$ cat config.mk
export PLATFORM = sky130hd
export DESIGN_NAME = led_color_fade_overlay
export DESIGN_NICKNAME = d
export VERILOG_FILES = /design/src/sv/lcfo_pkg.sv /design/src/sv/lcfo_state.sv /design/src/sv/lcfo_scale.sv /design/src/sv/lcfo_mix.sv /design/src/sv/led_color_fade_overlay.sv
export SDC_FILE = /design/constraint.sdc
export NUM_CORES = 1
export LEC_CHECK = 0
export ABC_AREA = 1
export BUFFER_PORTS_ARGS = -buffer_cell sky130_fd_sc_hd__buf_2
export CORE_UTILIZATION = 35
export CTS_CLUSTER_SIZE = 25
export DETAILED_ROUTE_END_ITERATION = 7
export GPL_ROUTABILITY_DRIVEN = 0
export GPL_TIMING_DRIVEN = 0
export PLACE_DENSITY = 0.56
export SYNTH_ARGS = -nofsm -noshare
export SYNTH_HDL_FRONTEND = slang
export SYNTH_SLANG_ARGS = --single-unit
$ cat constraint.sdc
create_clock -name clk -period 7 [get_ports clk]
set_input_delay 0.35 -clock clk [delete_from_list [all_inputs] [get_ports clk]]
set_output_delay 0.35 -clock clk [all_outputs]
set_load 0.1 [all_outputs]
$ cat src/sv/lcfo_pkg.sv
// shared types, constants and fixed-point scaling constants for the led colour fade overlay
`timescale 1ns / 1ps
package lcfo_pkg;

	// fade frames and derived widths
	localparam int FADE_FRAMES = 16;
	localparam int FR_W        = $clog2(FADE_FRAMES + 1);
	localparam int FADE_DIV    = FADE_FRAMES - 1;
	localparam int OVP_W       = FR_W + 8;
	localparam int OV_SH       = OVP_W + $clog2(FADE_DIV);
	localparam int OV_RCP      = ((2 ** OV_SH) + FADE_DIV - 1) / FADE_DIV;
	localparam int OV_RCP_W    = $clog2(OV_RCP + 1);
	localparam int OV_ML_W     = OVP_W + OV_RCP_W;
	localparam int LV_W        = OV_ML_W - OV_SH;

	// brightness scaling, divide by one hundred through a reciprocal
	localparam int PCT_MAX   = 100;
	localparam int BR_W      = 7;
	localparam int PROD_W    = 8 + BR_W;
	localparam int PCT_SH    = PROD_W + $clog2(PCT_MAX);
	localparam int PCT_RCP   = ((2 ** PCT_SH) + PCT_MAX - 1) / PCT_MAX;
	localparam int PCT_RCP_W = $clog2(PCT_RCP + 1);
	localparam int PCT_ML_W  = PROD_W + PCT_RCP_W;

	// register reset values
	localparam logic [7:0]      FADE_PEAK_RST = 8'd255;
	localparam logic [7:0]      STEP_MS_RST   = 8'd10;
	localparam logic [BR_W-1:0] BRIGHT_RST    = BR_W'(PCT_MAX);
	localparam logic [7:0]      MS_MAX        = 8'd255;

	// configuration register indexes
	localparam logic REG_FADE_PEAK = 1'b0;
	localparam logic REG_STEP_MS   = 1'b1;

	typedef enum logic [1:0] {
		MODE_TICK   = 2'd0,
		MODE_FADE   = 2'd1,
		MODE_COLOR  = 2'd2,
		MODE_BRIGHT = 2'd3
	} mode_t;

	typedef enum logic [1:0] {
		CH_NONE  = 2'd0,
		CH_RED   = 2'd1,
		CH_GREEN = 2'd2,
		CH_BLUE  = 2'd3
	} chan_t;

	// snapshot of one item after the state update
	typedef struct packed {
		logic            accepted;
		logic            emit;
		logic            framed;
		logic [7:0]      red;
		logic [7:0]      green;
		logic [7:0]      blue;
		logic [BR_W-1:0] bright;
		chan_t           ov_ch;
		logic [FR_W-1:0] ov_n;
		logic [7:0]      ov_peak;
	} snap_t;

	// products handed to the final stage
	typedef struct packed {
		logic              accepted;
		logic              emit;
		logic              framed;
		chan_t             ov_ch;
		logic [PROD_W-1:0] prod_r;
		logic [PROD_W-1:0] prod_g;
		logic [PROD_W-1:0] prod_b;
		logic [OVP_W-1:0]  ovp;
	} prod_t;

endpackage

$ cat src/sv/lcfo_state.sv
// configuration registers, plus colour state and fade sequencing updated per accepted beat
`timescale 1ns / 1ps
module lcfo_state
	import lcfo_pkg::*;
(
	input  logic        clk,
	input  logic        arst_n,
	input  logic        cfg_valid,
	output logic        cfg_ready,
	input  logic        cfg_index,
	input  logic [7:0]  cfg_data,
	input  logic        in_valid,
	output logic        in_ready,
	input  logic [1:0]  in_mode,
	input  logic [39:0] in_data,
	input  logic        nxt_ready,
	output logic        v_s1,
	output snap_t       snap_s1
);

	logic [7:0]      fade_peak_q;
	logic [7:0]      step_ms_q;
	logic [7:0]      red_q, green_q, blue_q;
	logic [BR_W-1:0] bright_q;
	chan_t           ov_ch_q;
	logic [FR_W-1:0] ov_n_q;
	logic [7:0]      ov_peak_q;
	logic [FR_W-1:0] frames_q;
	chan_t           target_q;
	logic [7:0]      ms_q;
	logic            pending_q;

	logic [7:0]      in_red, in_green, in_blue, in_bright;
	chan_t           in_chan;
	logic [4:0]      in_count;
	logic            fire;
	logic            stage_ready;
	logic [7:0]      ms_inc;
	logic            frame_run;
	logic            last_frame;

	chan_t           ov_ch_d;
	logic [FR_W-1:0] ov_n_d;
	logic [7:0]      ov_peak_d;
	logic [FR_W-1:0] frames_d;
	chan_t           target_d;
	logic [7:0]      ms_d;
	logic            pending_d;
	logic [7:0]      red_d, green_d, blue_d;
	logic [BR_W-1:0] bright_d;
	logic            accepted_d;
	logic            emit_d;

	assign in_red    = in_data[7:0];
	assign in_green  = in_data[15:8];
	assign in_blue   = in_data[23:16];
	assign in_bright = in_data[31:24];
	assign in_chan   = chan_t'(in_data[33:32]);
	assign in_count  = in_data[38:34];

	assign cfg_ready   = 1'b1;
	assign stage_ready = !v_s1 || nxt_ready;
	assign in_ready    = stage_ready;
	assign fire        = in_valid && stage_ready;

	assign ms_inc     = (ms_q == MS_MAX) ? ms_q : ms_q + 8'd1;
	assign frame_run  = (mode_t'(in_mode) == MODE_TICK) && (frames_q != '0) &&
		(ms_inc >= step_ms_q);
	assign last_frame = (frames_q == FR_W'(1));

	always_comb begin
		ov_ch_d    = ov_ch_q;
		ov_n_d     = ov_n_q;
		ov_peak_d  = ov_peak_q;
		frames_d   = frames_q;
		target_d   = target_q;
		ms_d       = ms_q;
		pending_d  = pending_q;
		red_d      = red_q;
		green_d    = green_q;
		blue_d     = blue_q;
		bright_d   = bright_q;
		accepted_d = 1'b1;
		emit_d     = 1'b0;
		case (mode_t'(in_mode))
			MODE_TICK: begin
				ms_d = ms_inc;
				if (frame_run) begin
					ms_d     = 8'd0;
					frames_d = frames_q - FR_W'(1);
					// overlay kept as channel, frame index and peak; level comes later
					if (target_q != CH_NONE) begin
						ov_ch_d   = target_q;
						ov_n_d    = frames_q - FR_W'(1);
						ov_peak_d = fade_peak_q;
					end
					if (last_frame) begin
						ov_ch_d  = CH_NONE;
						target_d = CH_NONE;
					end
				end
				emit_d    = frame_run || pending_q;
				pending_d = 1'b0;
			end
			MODE_FADE: begin
				target_d = in_chan;
				if (32'(in_count) > FADE_FRAMES) begin
					frames_d = FR_W'(FADE_FRAMES);
				end else begin
					frames_d = FR_W'(in_count);
				end
			end
			MODE_COLOR: begin
				red_d     = in_red;
				green_d   = in_green;
				blue_d    = in_blue;
				pending_d = 1'b1;
			end
			MODE_BRIGHT: begin
				if (in_bright > 8'(PCT_MAX)) begin
					accepted_d = 1'b0;
				end else if (in_bright[BR_W-1:0] != bright_q) begin
					bright_d  = in_bright[BR_W-1:0];
					pending_d = 1'b1;
				end
			end
			default: begin
				accepted_d = 1'b1;
			end
		endcase
	end

	always_ff @(posedge clk or negedge arst_n) begin
		if (!arst_n) begin
			fade_peak_q <= FADE_PEAK_RST;
			step_ms_q   <= STEP_MS_RST;
		end else if (cfg_valid && cfg_ready) begin
			if (cfg_index == REG_FADE_PEAK) begin
				fade_peak_q <= cfg_data;
			end else if (cfg_index == REG_STEP_MS) begin
				step_ms_q <= cfg_data;
			end
		end
	end

	always_ff @(posedge clk or negedge arst_n) begin
		if (!arst_n) begin
			red_q     <= '0;
			green_q   <= '0;
			blue_q    <= '0;
			bright_q  <= BRIGHT_RST;
			ov_ch_q   <= CH_NONE;
			ov_n_q    <= '0;
			ov_peak_q <= '0;
			frames_q  <= '0;
			target_q  <= CH_NONE;
			ms_q      <= '0;
			pending_q <= 1'b0;
		end else if (fire) begin
			red_q     <= red_d;
			green_q   <= green_d;
			blue_q    <= blue_d;
			bright_q  <= bright_d;
			ov_ch_q   <= ov_ch_d;
			ov_n_q    <= ov_n_d;
			ov_peak_q <= ov_peak_d;
			frames_q  <= frames_d;
			target_q  <= target_d;
			ms_q      <= ms_d;
			pending_q <= pending_d;
		end
	end

	always_ff @(posedge clk or negedge arst_n) begin
		if (!arst_n) begin
			v_s1 <= 1'b0;
		end else if (stage_ready) begin
			v_s1 <= in_valid;
		end
	end

	// snapshot uses the colour state seen by this beat and the updated overlay
	always_ff @(posedge clk) begin
		if (fire) begin
			snap_s1.accepted <= accepted_d;
			snap_s1.emit     <= emit_d;
			snap_s1.framed   <= frame_run;
			snap_s1.red      <= red_q;
			snap_s1.green    <= green_q;
			snap_s1.blue     <= blue_q;
			snap_s1.bright   <= bright_q;
			snap_s1.ov_ch    <= ov_ch_d;
			snap_s1.ov_n     <= ov_n_d;
			snap_s1.ov_peak  <= ov_peak_d;
		end
	end

endmodule

$ cat src/sv/lcfo_scale.sv
// product stage: colour times brightness and overlay frame times peak
`timescale 1ns / 1ps
module lcfo_scale
	import lcfo_pkg::*;
(
	input  logic  clk,
	input  logic  arst_n,
	input  logic  v_s1,
	input  snap_t snap_s1,
	output logic  ready_s1,
	input  logic  nxt_ready,
	output logic  v_s2,
	output prod_t prod_s2
);

	logic fire;

	assign ready_s1 = !v_s2 || nxt_ready;
	assign fire     = v_s1 && ready_s1;

	always_ff @(posedge clk or negedge arst_n) begin
		if (!arst_n) begin
			v_s2 <= 1'b0;
		end else if (ready_s1) begin
			v_s2 <= v_s1;
		end
	end

	always_ff @(posedge clk) begin
		if (fire) begin
			prod_s2.accepted <= snap_s1.accepted;
			prod_s2.emit     <= snap_s1.emit;
			prod_s2.framed   <= snap_s1.framed;
			prod_s2.ov_ch    <= snap_s1.ov_ch;
			prod_s2.prod_r   <= PROD_W'(snap_s1.red) * PROD_W'(snap_s1.bright);
			prod_s2.prod_g   <= PROD_W'(snap_s1.green) * PROD_W'(snap_s1.bright);
			prod_s2.prod_b   <= PROD_W'(snap_s1.blue) * PROD_W'(snap_s1.bright);
			prod_s2.ovp      <= OVP_W'(snap_s1.ov_n) * OVP_W'(snap_s1.ov_peak);
		end
	end

endmodule

$ cat src/sv/lcfo_mix.sv
// final stage: reciprocal divides, overlay add with saturation, output register
`timescale 1ns / 1ps
module lcfo_mix
	import lcfo_pkg::*;
(
	input  logic        clk,
	input  logic        arst_n,
	input  logic        v_s2,
	input  prod_t       prod_s2,
	output logic        ready_s2,
	output logic        out_valid,
	input  logic        out_ready,
	output logic [1:0]  out_user,
	output logic [23:0] out_data
);

	logic [PCT_ML_W-1:0] ml_r, ml_g, ml_b;
	logic [OV_ML_W-1:0]  ml_ov;
	logic [LV_W-1:0]     lvl;
	logic [7:0]          lvl8;
	logic [7:0]          ov_r, ov_g, ov_b;
	logic [8:0]          sum_r, sum_g, sum_b;
	logic [7:0]          ch_r, ch_g, ch_b;
	logic                fire;

	// exact floor division by multiply and shift
	assign ml_r  = PCT_ML_W'(prod_s2.prod_r) * PCT_ML_W'(PCT_RCP);
	assign ml_g  = PCT_ML_W'(prod_s2.prod_g) * PCT_ML_W'(PCT_RCP);
	assign ml_b  = PCT_ML_W'(prod_s2.prod_b) * PCT_ML_W'(PCT_RCP);
	assign ml_ov = OV_ML_W'(prod_s2.ovp) * OV_ML_W'(OV_RCP);
	assign lvl   = ml_ov[OV_ML_W-1:OV_SH];
	assign lvl8  = (lvl > LV_W'(255)) ? 8'hff : lvl[7:0];

	assign ov_r = (prod_s2.framed && prod_s2.ov_ch == CH_RED)   ? lvl8 : 8'd0;
	assign ov_g = (prod_s2.framed && prod_s2.ov_ch == CH_GREEN) ? lvl8 : 8'd0;
	assign ov_b = (prod_s2.framed && prod_s2.ov_ch == CH_BLUE)  ? lvl8 : 8'd0;

	assign sum_r = {1'b0, ml_r[PCT_SH+7:PCT_SH]} + {1'b0, ov_r};
	assign sum_g = {1'b0, ml_g[PCT_SH+7:PCT_SH]} + {1'b0, ov_g};
	assign sum_b = {1'b0, ml_b[PCT_SH+7:PCT_SH]} + {1'b0, ov_b};

	assign ch_r = sum_r[8] ? 8'hff : sum_r[7:0];
	assign ch_g = sum_g[8] ? 8'hff : sum_g[7:0];
	assign ch_b = sum_b[8] ? 8'hff : sum_b[7:0];

	assign ready_s2 = !out_valid || out_ready;
	assign fire     = v_s2 && ready_s2;

	always_ff @(posedge clk or negedge arst_n) begin
		if (!arst_n) begin
			out_valid <= 1'b0;
		end else if (ready_s2) begin
			out_valid <= v_s2;
		end
	end

	always_ff @(posedge clk) begin
		if (fire) begin
			out_user <= {prod_s2.emit, prod_s2.accepted};
			out_data <= prod_s2.emit ? {ch_g, ch_r, ch_b} : 24'd0;
		end
	end

endmodule

$ cat src/sv/led_color_fade_overlay.sv
// top level of the single led colour engine with fade overlay
// throughput: one beat per cycle; each stage holds while the stage after it is full
// the path is state update, product stage, then divide, overlay add and output register
// reset: brightness 100, colour, overlay, fade and tick counter cleared,
// fade_peak 255, step_ms 10, pipeline emptied
`timescale 1ns / 1ps
module led_color_fade_overlay
	import lcfo_pkg::*;
(
	input  logic        clk,
	input  logic        arst_n,
	input  logic        cfg_valid,
	output logic        cfg_ready,
	input  logic        cfg_index,
	input  logic [7:0]  cfg_data,
	input  logic        s_axis_tvalid,
	output logic        s_axis_tready,
	// red, green, blue, brightness, fade_channel, fade_count, zero pad
	input  logic [39:0] s_axis_tdata,
	// mode
	input  logic [1:0]  s_axis_tuser,
	output logic        m_axis_tvalid,
	input  logic        m_axis_tready,
	// color_word
	output logic [23:0] m_axis_tdata,
	// accepted, frame_valid
	output logic [1:0]  m_axis_tuser
);

	logic  v_s1;
	snap_t snap_s1;
	logic  ready_s1;
	logic  v_s2;
	prod_t prod_s2;
	logic  ready_s2;

	lcfo_state u_state (
		.clk       (clk),
		.arst_n    (arst_n),
		.cfg_valid (cfg_valid),
		.cfg_ready (cfg_ready),
		.cfg_index (cfg_index),
		.cfg_data  (cfg_data),
		.in_valid  (s_axis_tvalid),
		.in_ready  (s_axis_tready),
		.in_mode   (s_axis_tuser),
		.in_data   (s_axis_tdata),
		.nxt_ready (ready_s1),
		.v_s1      (v_s1),
		.snap_s1   (snap_s1)
	);

	lcfo_scale u_scale (
		.clk       (clk),
		.arst_n    (arst_n),
		.v_s1      (v_s1),
		.snap_s1   (snap_s1),
		.ready_s1  (ready_s1),
		.nxt_ready (ready_s2),
		.v_s2      (v_s2),
		.prod_s2   (prod_s2)
	);

	lcfo_mix u_mix (
		.clk       (clk),
		.arst_n    (arst_n),
		.v_s2      (v_s2),
		.prod_s2   (prod_s2),
		.ready_s2  (ready_s2),
		.out_valid (m_axis_tvalid),
		.out_ready (m_axis_tready),
		.out_user  (m_axis_tuser),
		.out_data  (m_axis_tdata)
	);

endmodule
==> metrics.md <==
| Metric | Value |
|---|---|
| Worst Skew | `17.4 ps` |
| Final worst-path cycle share | `0.907` |
| Worst Path Arrival | `6680 ps` |
| Register clock-pin slew on the reported worst setup and hold paths | `70 ps` |
| Storage element area | `6190 um2` |
| Total wire length | `67000 um` |
| Chip width | `296 um` |
| Post-route DRC | `0` |
| Crit path cell chain | `ha_1, inv_1, fa_1, inv_1, fa_1, inv_1, fa_1, fa_1, inv_1, ha_1, nand4_1, nor3_1, nand2_1, o21ai_0, xor2_1, ha_1, a21oi_1, nand2_1, a31oi_1, inv_1, o21ai_0, inv_1` |
| Wirelength per Cell | `13.9 um` |
| Cell taking the most area after synthesis | `fa_1` |
| Die Ht | `296 um` |
| Post-CTS setup buffer count | `0` |
| Number of instances in the placed design | `4758` |
| DP HPWL | `57300 um` |
| Core area | `85400 um2` |
| Clk Tree Root Cell | `clkbuf_16` |
| Drt pass-1 iters | `5` |
| Final global-route overflow total | `0` |
| Max incr delay on CP | `570 ps` |
| Slew margin rel. | `0.170` |
| Unrepaired setup endpoints after global routing | `false` |
| DR vias | `22.0k` |
| Async set or reset register ratio after synthesis | `0.370` |
| Top post-synthesis cells by area | `fa_1 22%, ha_1 22%, edfxtp_1 14%` |
| Nets@finish | `4579` |
| CTS tree | `yes` |
| Largest net degree at the start of global routing | `64` |
| Sequential fraction of the synthesis area | `0.205` |
| CP Max Fanout | `6` |
| Antenna violations before repair | `1` |
| Critical Path Most Common Cell | `inv_1` |
| Synthesized Nets | `4437` |
| First-pass GRT wire length | `113000 um` |
| Initial DRC count | `1013` |
| GRT Total Usage | `0.159` |
| Syn Inst Count | `3529` |
| Achievable Freq | `158 MHz` |
| Area grow syn2layout | `10.3%` |
| CTS H-tree lvls | `1` |
| Multi-input gate area | `20600 um2` |
| Library cells used by synthesis | `45` |
| # rows | `107` |
| Worst Setup End Kind | `flip-flop` |
| Mapped cell area | `30200 um2` |
| Share of cells above drive strength 1 | `0.0517` |
| Number of synthesized flops with an enable pin | `138` |
| FILL cells | `8841` |
| Mapped Avg Cell Area | `8.57 um2` |
| Crit-path leading delay family | `adder cells` |
| Non-filler cells, final | `4835` |
| Slew Viols, Final | `0` |
| Status | `complete, no violations` |
| Remaining antenna violation count after routing | `0` |
| Crit Path Class | `flip-flop to flip-flop` |
| Yosys warns | `0` |
| Hold Vio Cnt, Final | `0` |
| Num Clock Sinks | `219` |
| I/O pin count | `85` |
| Antenna Cells | `0` |
| WP data required | `7330 ps` |
| CP max-delay cell | `fa_1` |
| CTS Buf Count | `26` |
| Least-Margin Pin Slew | `1250 ps` |
| Synth top area share | `0.219` |
| Max clock buf depth | `3` |
| Number of port buffers | `82` |
| Initial Utilization | `0.354` |
| Synthesis-stage register bit count | `219` |
| Hold Crit Class | `primary input to flip-flop` |
| Setup TNS | `0 ps` |
| Final Setup Violations | `0` |
| Max Cap Viol | `0` |
| Vias/cell | `4.55` |
| Vias in the first global route | `22.0k` |
| Main flop type after synthesis | `edfxtp_1` |
| Minimum clock period after layout | `6350 ps` |
| Die area | `87600 um2` |
| Clock Latency Late Sink | `580 ps` |
| Setup crit start kind | `flip-flop` |
| Crit path buf inv count | `6` |
[flip-flops by register name (all words and copies together) (netlist names), 7 cells and up]
register and cells:
u_state.green_q 8, u_state.ms_q 8, u_state.red_q 8, u_state.snap_s1 49, u_state.step_ms_q 8, u_state.blue_q 8
u_state.fade_peak_q 8, u_mix.out_data 24, u_state.ov_peak_q 8, u_scale.prod_s2 63, u_state.bright_q 7
[worst paths after layout]
check                                         start                      to  slack [ps]  cells after the start
worst max-delay path            u_scale.prod_s2[21]       u_mix.out_data[7]         650                     22
worst max register to register  u_scale.prod_s2[21]       u_mix.out_data[7]         650                     22
max in group asynchronous                    arst_n  u_state.fade_peak_q[4]        6160                      3
worst min register to register  u_state.snap_s1[13]     u_scale.prod_s2[58]         420                      0
min in group asynchronous                    arst_n     u_state.bright_q[0]         200                      2
worst min-delay path                    cfg_data[5]  u_state.fade_peak_q[5]          30                      3
[cell usage after synthesis, types with 2 or more instances]
| cell | count |
|---|---|
| a211oi_1 | 4 |
| a21o_1 | 24 |
| a21oi_1 | 163 |
| a31oi_1 | 9 |
| and2_1 | 2 |
| buf_2 | 5 |
| buf_4 | 5 |
| clkbuf_1 | 26 |
| dfrtp_1 | 68 |
| dfstp_2 | 13 |
| edfxtp_1 | 138 |
| fa_1 | 331 |
| ha_1 | 521 |
| inv_1 | 865 |
| mux2_2 | 24 |
| mux2i_1 | 9 |
| nand2_1 | 705 |
| nand2_2 | 4 |
| nand3_1 | 110 |
| nand3b_1 | 3 |
| nand4_1 | 32 |
| nor2_1 | 190 |
| nor3_1 | 17 |
| nor4_1 | 3 |
| o211ai_1 | 3 |
| o21a_1 | 6 |
| o21ai_0 | 116 |
| o21ai_2 | 2 |
| o21bai_1 | 12 |
| o22ai_1 | 4 |
| or2_2 | 2 |
| xnor2_1 | 37 |
| xor2_1 | 64 |
[cell type report]
class,count,share of cell area
inverter,866,0.0974
buffer,37,0.00514
clock buffer,31,0.0216
timing repair buffer,114,0.0231
multi-input combinational,2407,0.619
sequential,219,0.185
tap,1144,0.0429
clock inverter,17,0.00548
[repair_timing]
action	in CTS	in global routing
resized for setup	0	0
hold buffers	29	0
hold endpoints to repair	99	0
[tightest hold or removal path, delay by kind of cell]
family,cells,cell delay [ps]
AOI/OAI and AO/OA,1,90
buffers and inverters,2,160
[metal layers]
metal	share of wire	vias to the layer above	routed length, um	track usage
met5	0	-	0	0
met4	0.016	0	1070	0.0255
met3	0.036	58	2440	0.0157
met2	0.42	388	28400	0.244
met1	0.52	10300	35000	0.242
li1	-	11300	-	-
[logic make-up (layout without fill, tap and decap cells)]
family / Yosys count / in the layout / share of synthesized area
flip-flops: 219 / 219 / 0.205
AO/OA/AOI/OAI: 348 / 348 / 0.0630
XOR/XNOR: 101 / 101 / 0.0293
buffers and inverters: 903 / 1065 / 0.113
multiplexers: 33 / 33 / 0.0119
AND/OR/NAND/NOR: 1072 / 1072 / 0.143
adder cells (fa/ha/maj): 852 / 852 / 0.435
other: 1 / 1 / 0.000124
[cell usage in the layout, fill, tap and decap left out, types with 4 or more instances in the layout]
cell	instances
fa_1	331
nand2_1	705
o21ai_0	116
a21o_1	24
nand3_1	110
xor2_1	64
dfstp_2	13
nor2_1	190
dlygate4sd3_1	29
mux2_2	24
ha_1	521
buf_4	6
o21a_1	6
a211oi_1	4
dfrtp_1	68
nand4_1	32
mux2i_1	9
o22ai_1	4
edfxtp_1	138
buf_2	86
clkbuf_1	28
o21bai_1	12
inv_1	864
clkbuf_16	28
nand2_2	4
a21oi_1	162
nor3_1	17
xnor2_1	37
clkinv_2	5
a31oi_1	9
[through the flow]
| step | instance area [um2] | util | setup WS (ps) | hold slack [ps] |
|---|---|---|---|---|
| after floorplan | 30200 | - | 1440 | 54.4 |
| after global placement | 32100 | 0.376 | 523 | 403 |
| after detailed placement | 32200 | 0.377 | 549 | 249 |
| after CTS | 33400 | 0.391 | 508 | 6.41 |
| after global routing | 33400 | 0.391 | 184 | 34.9 |
| final | 33400 | 0.391 | 654 | 32.2 |
Power is not shown: default switching activity piles up to over one toggle a cycle in this logic, so the estimate is an artifact.
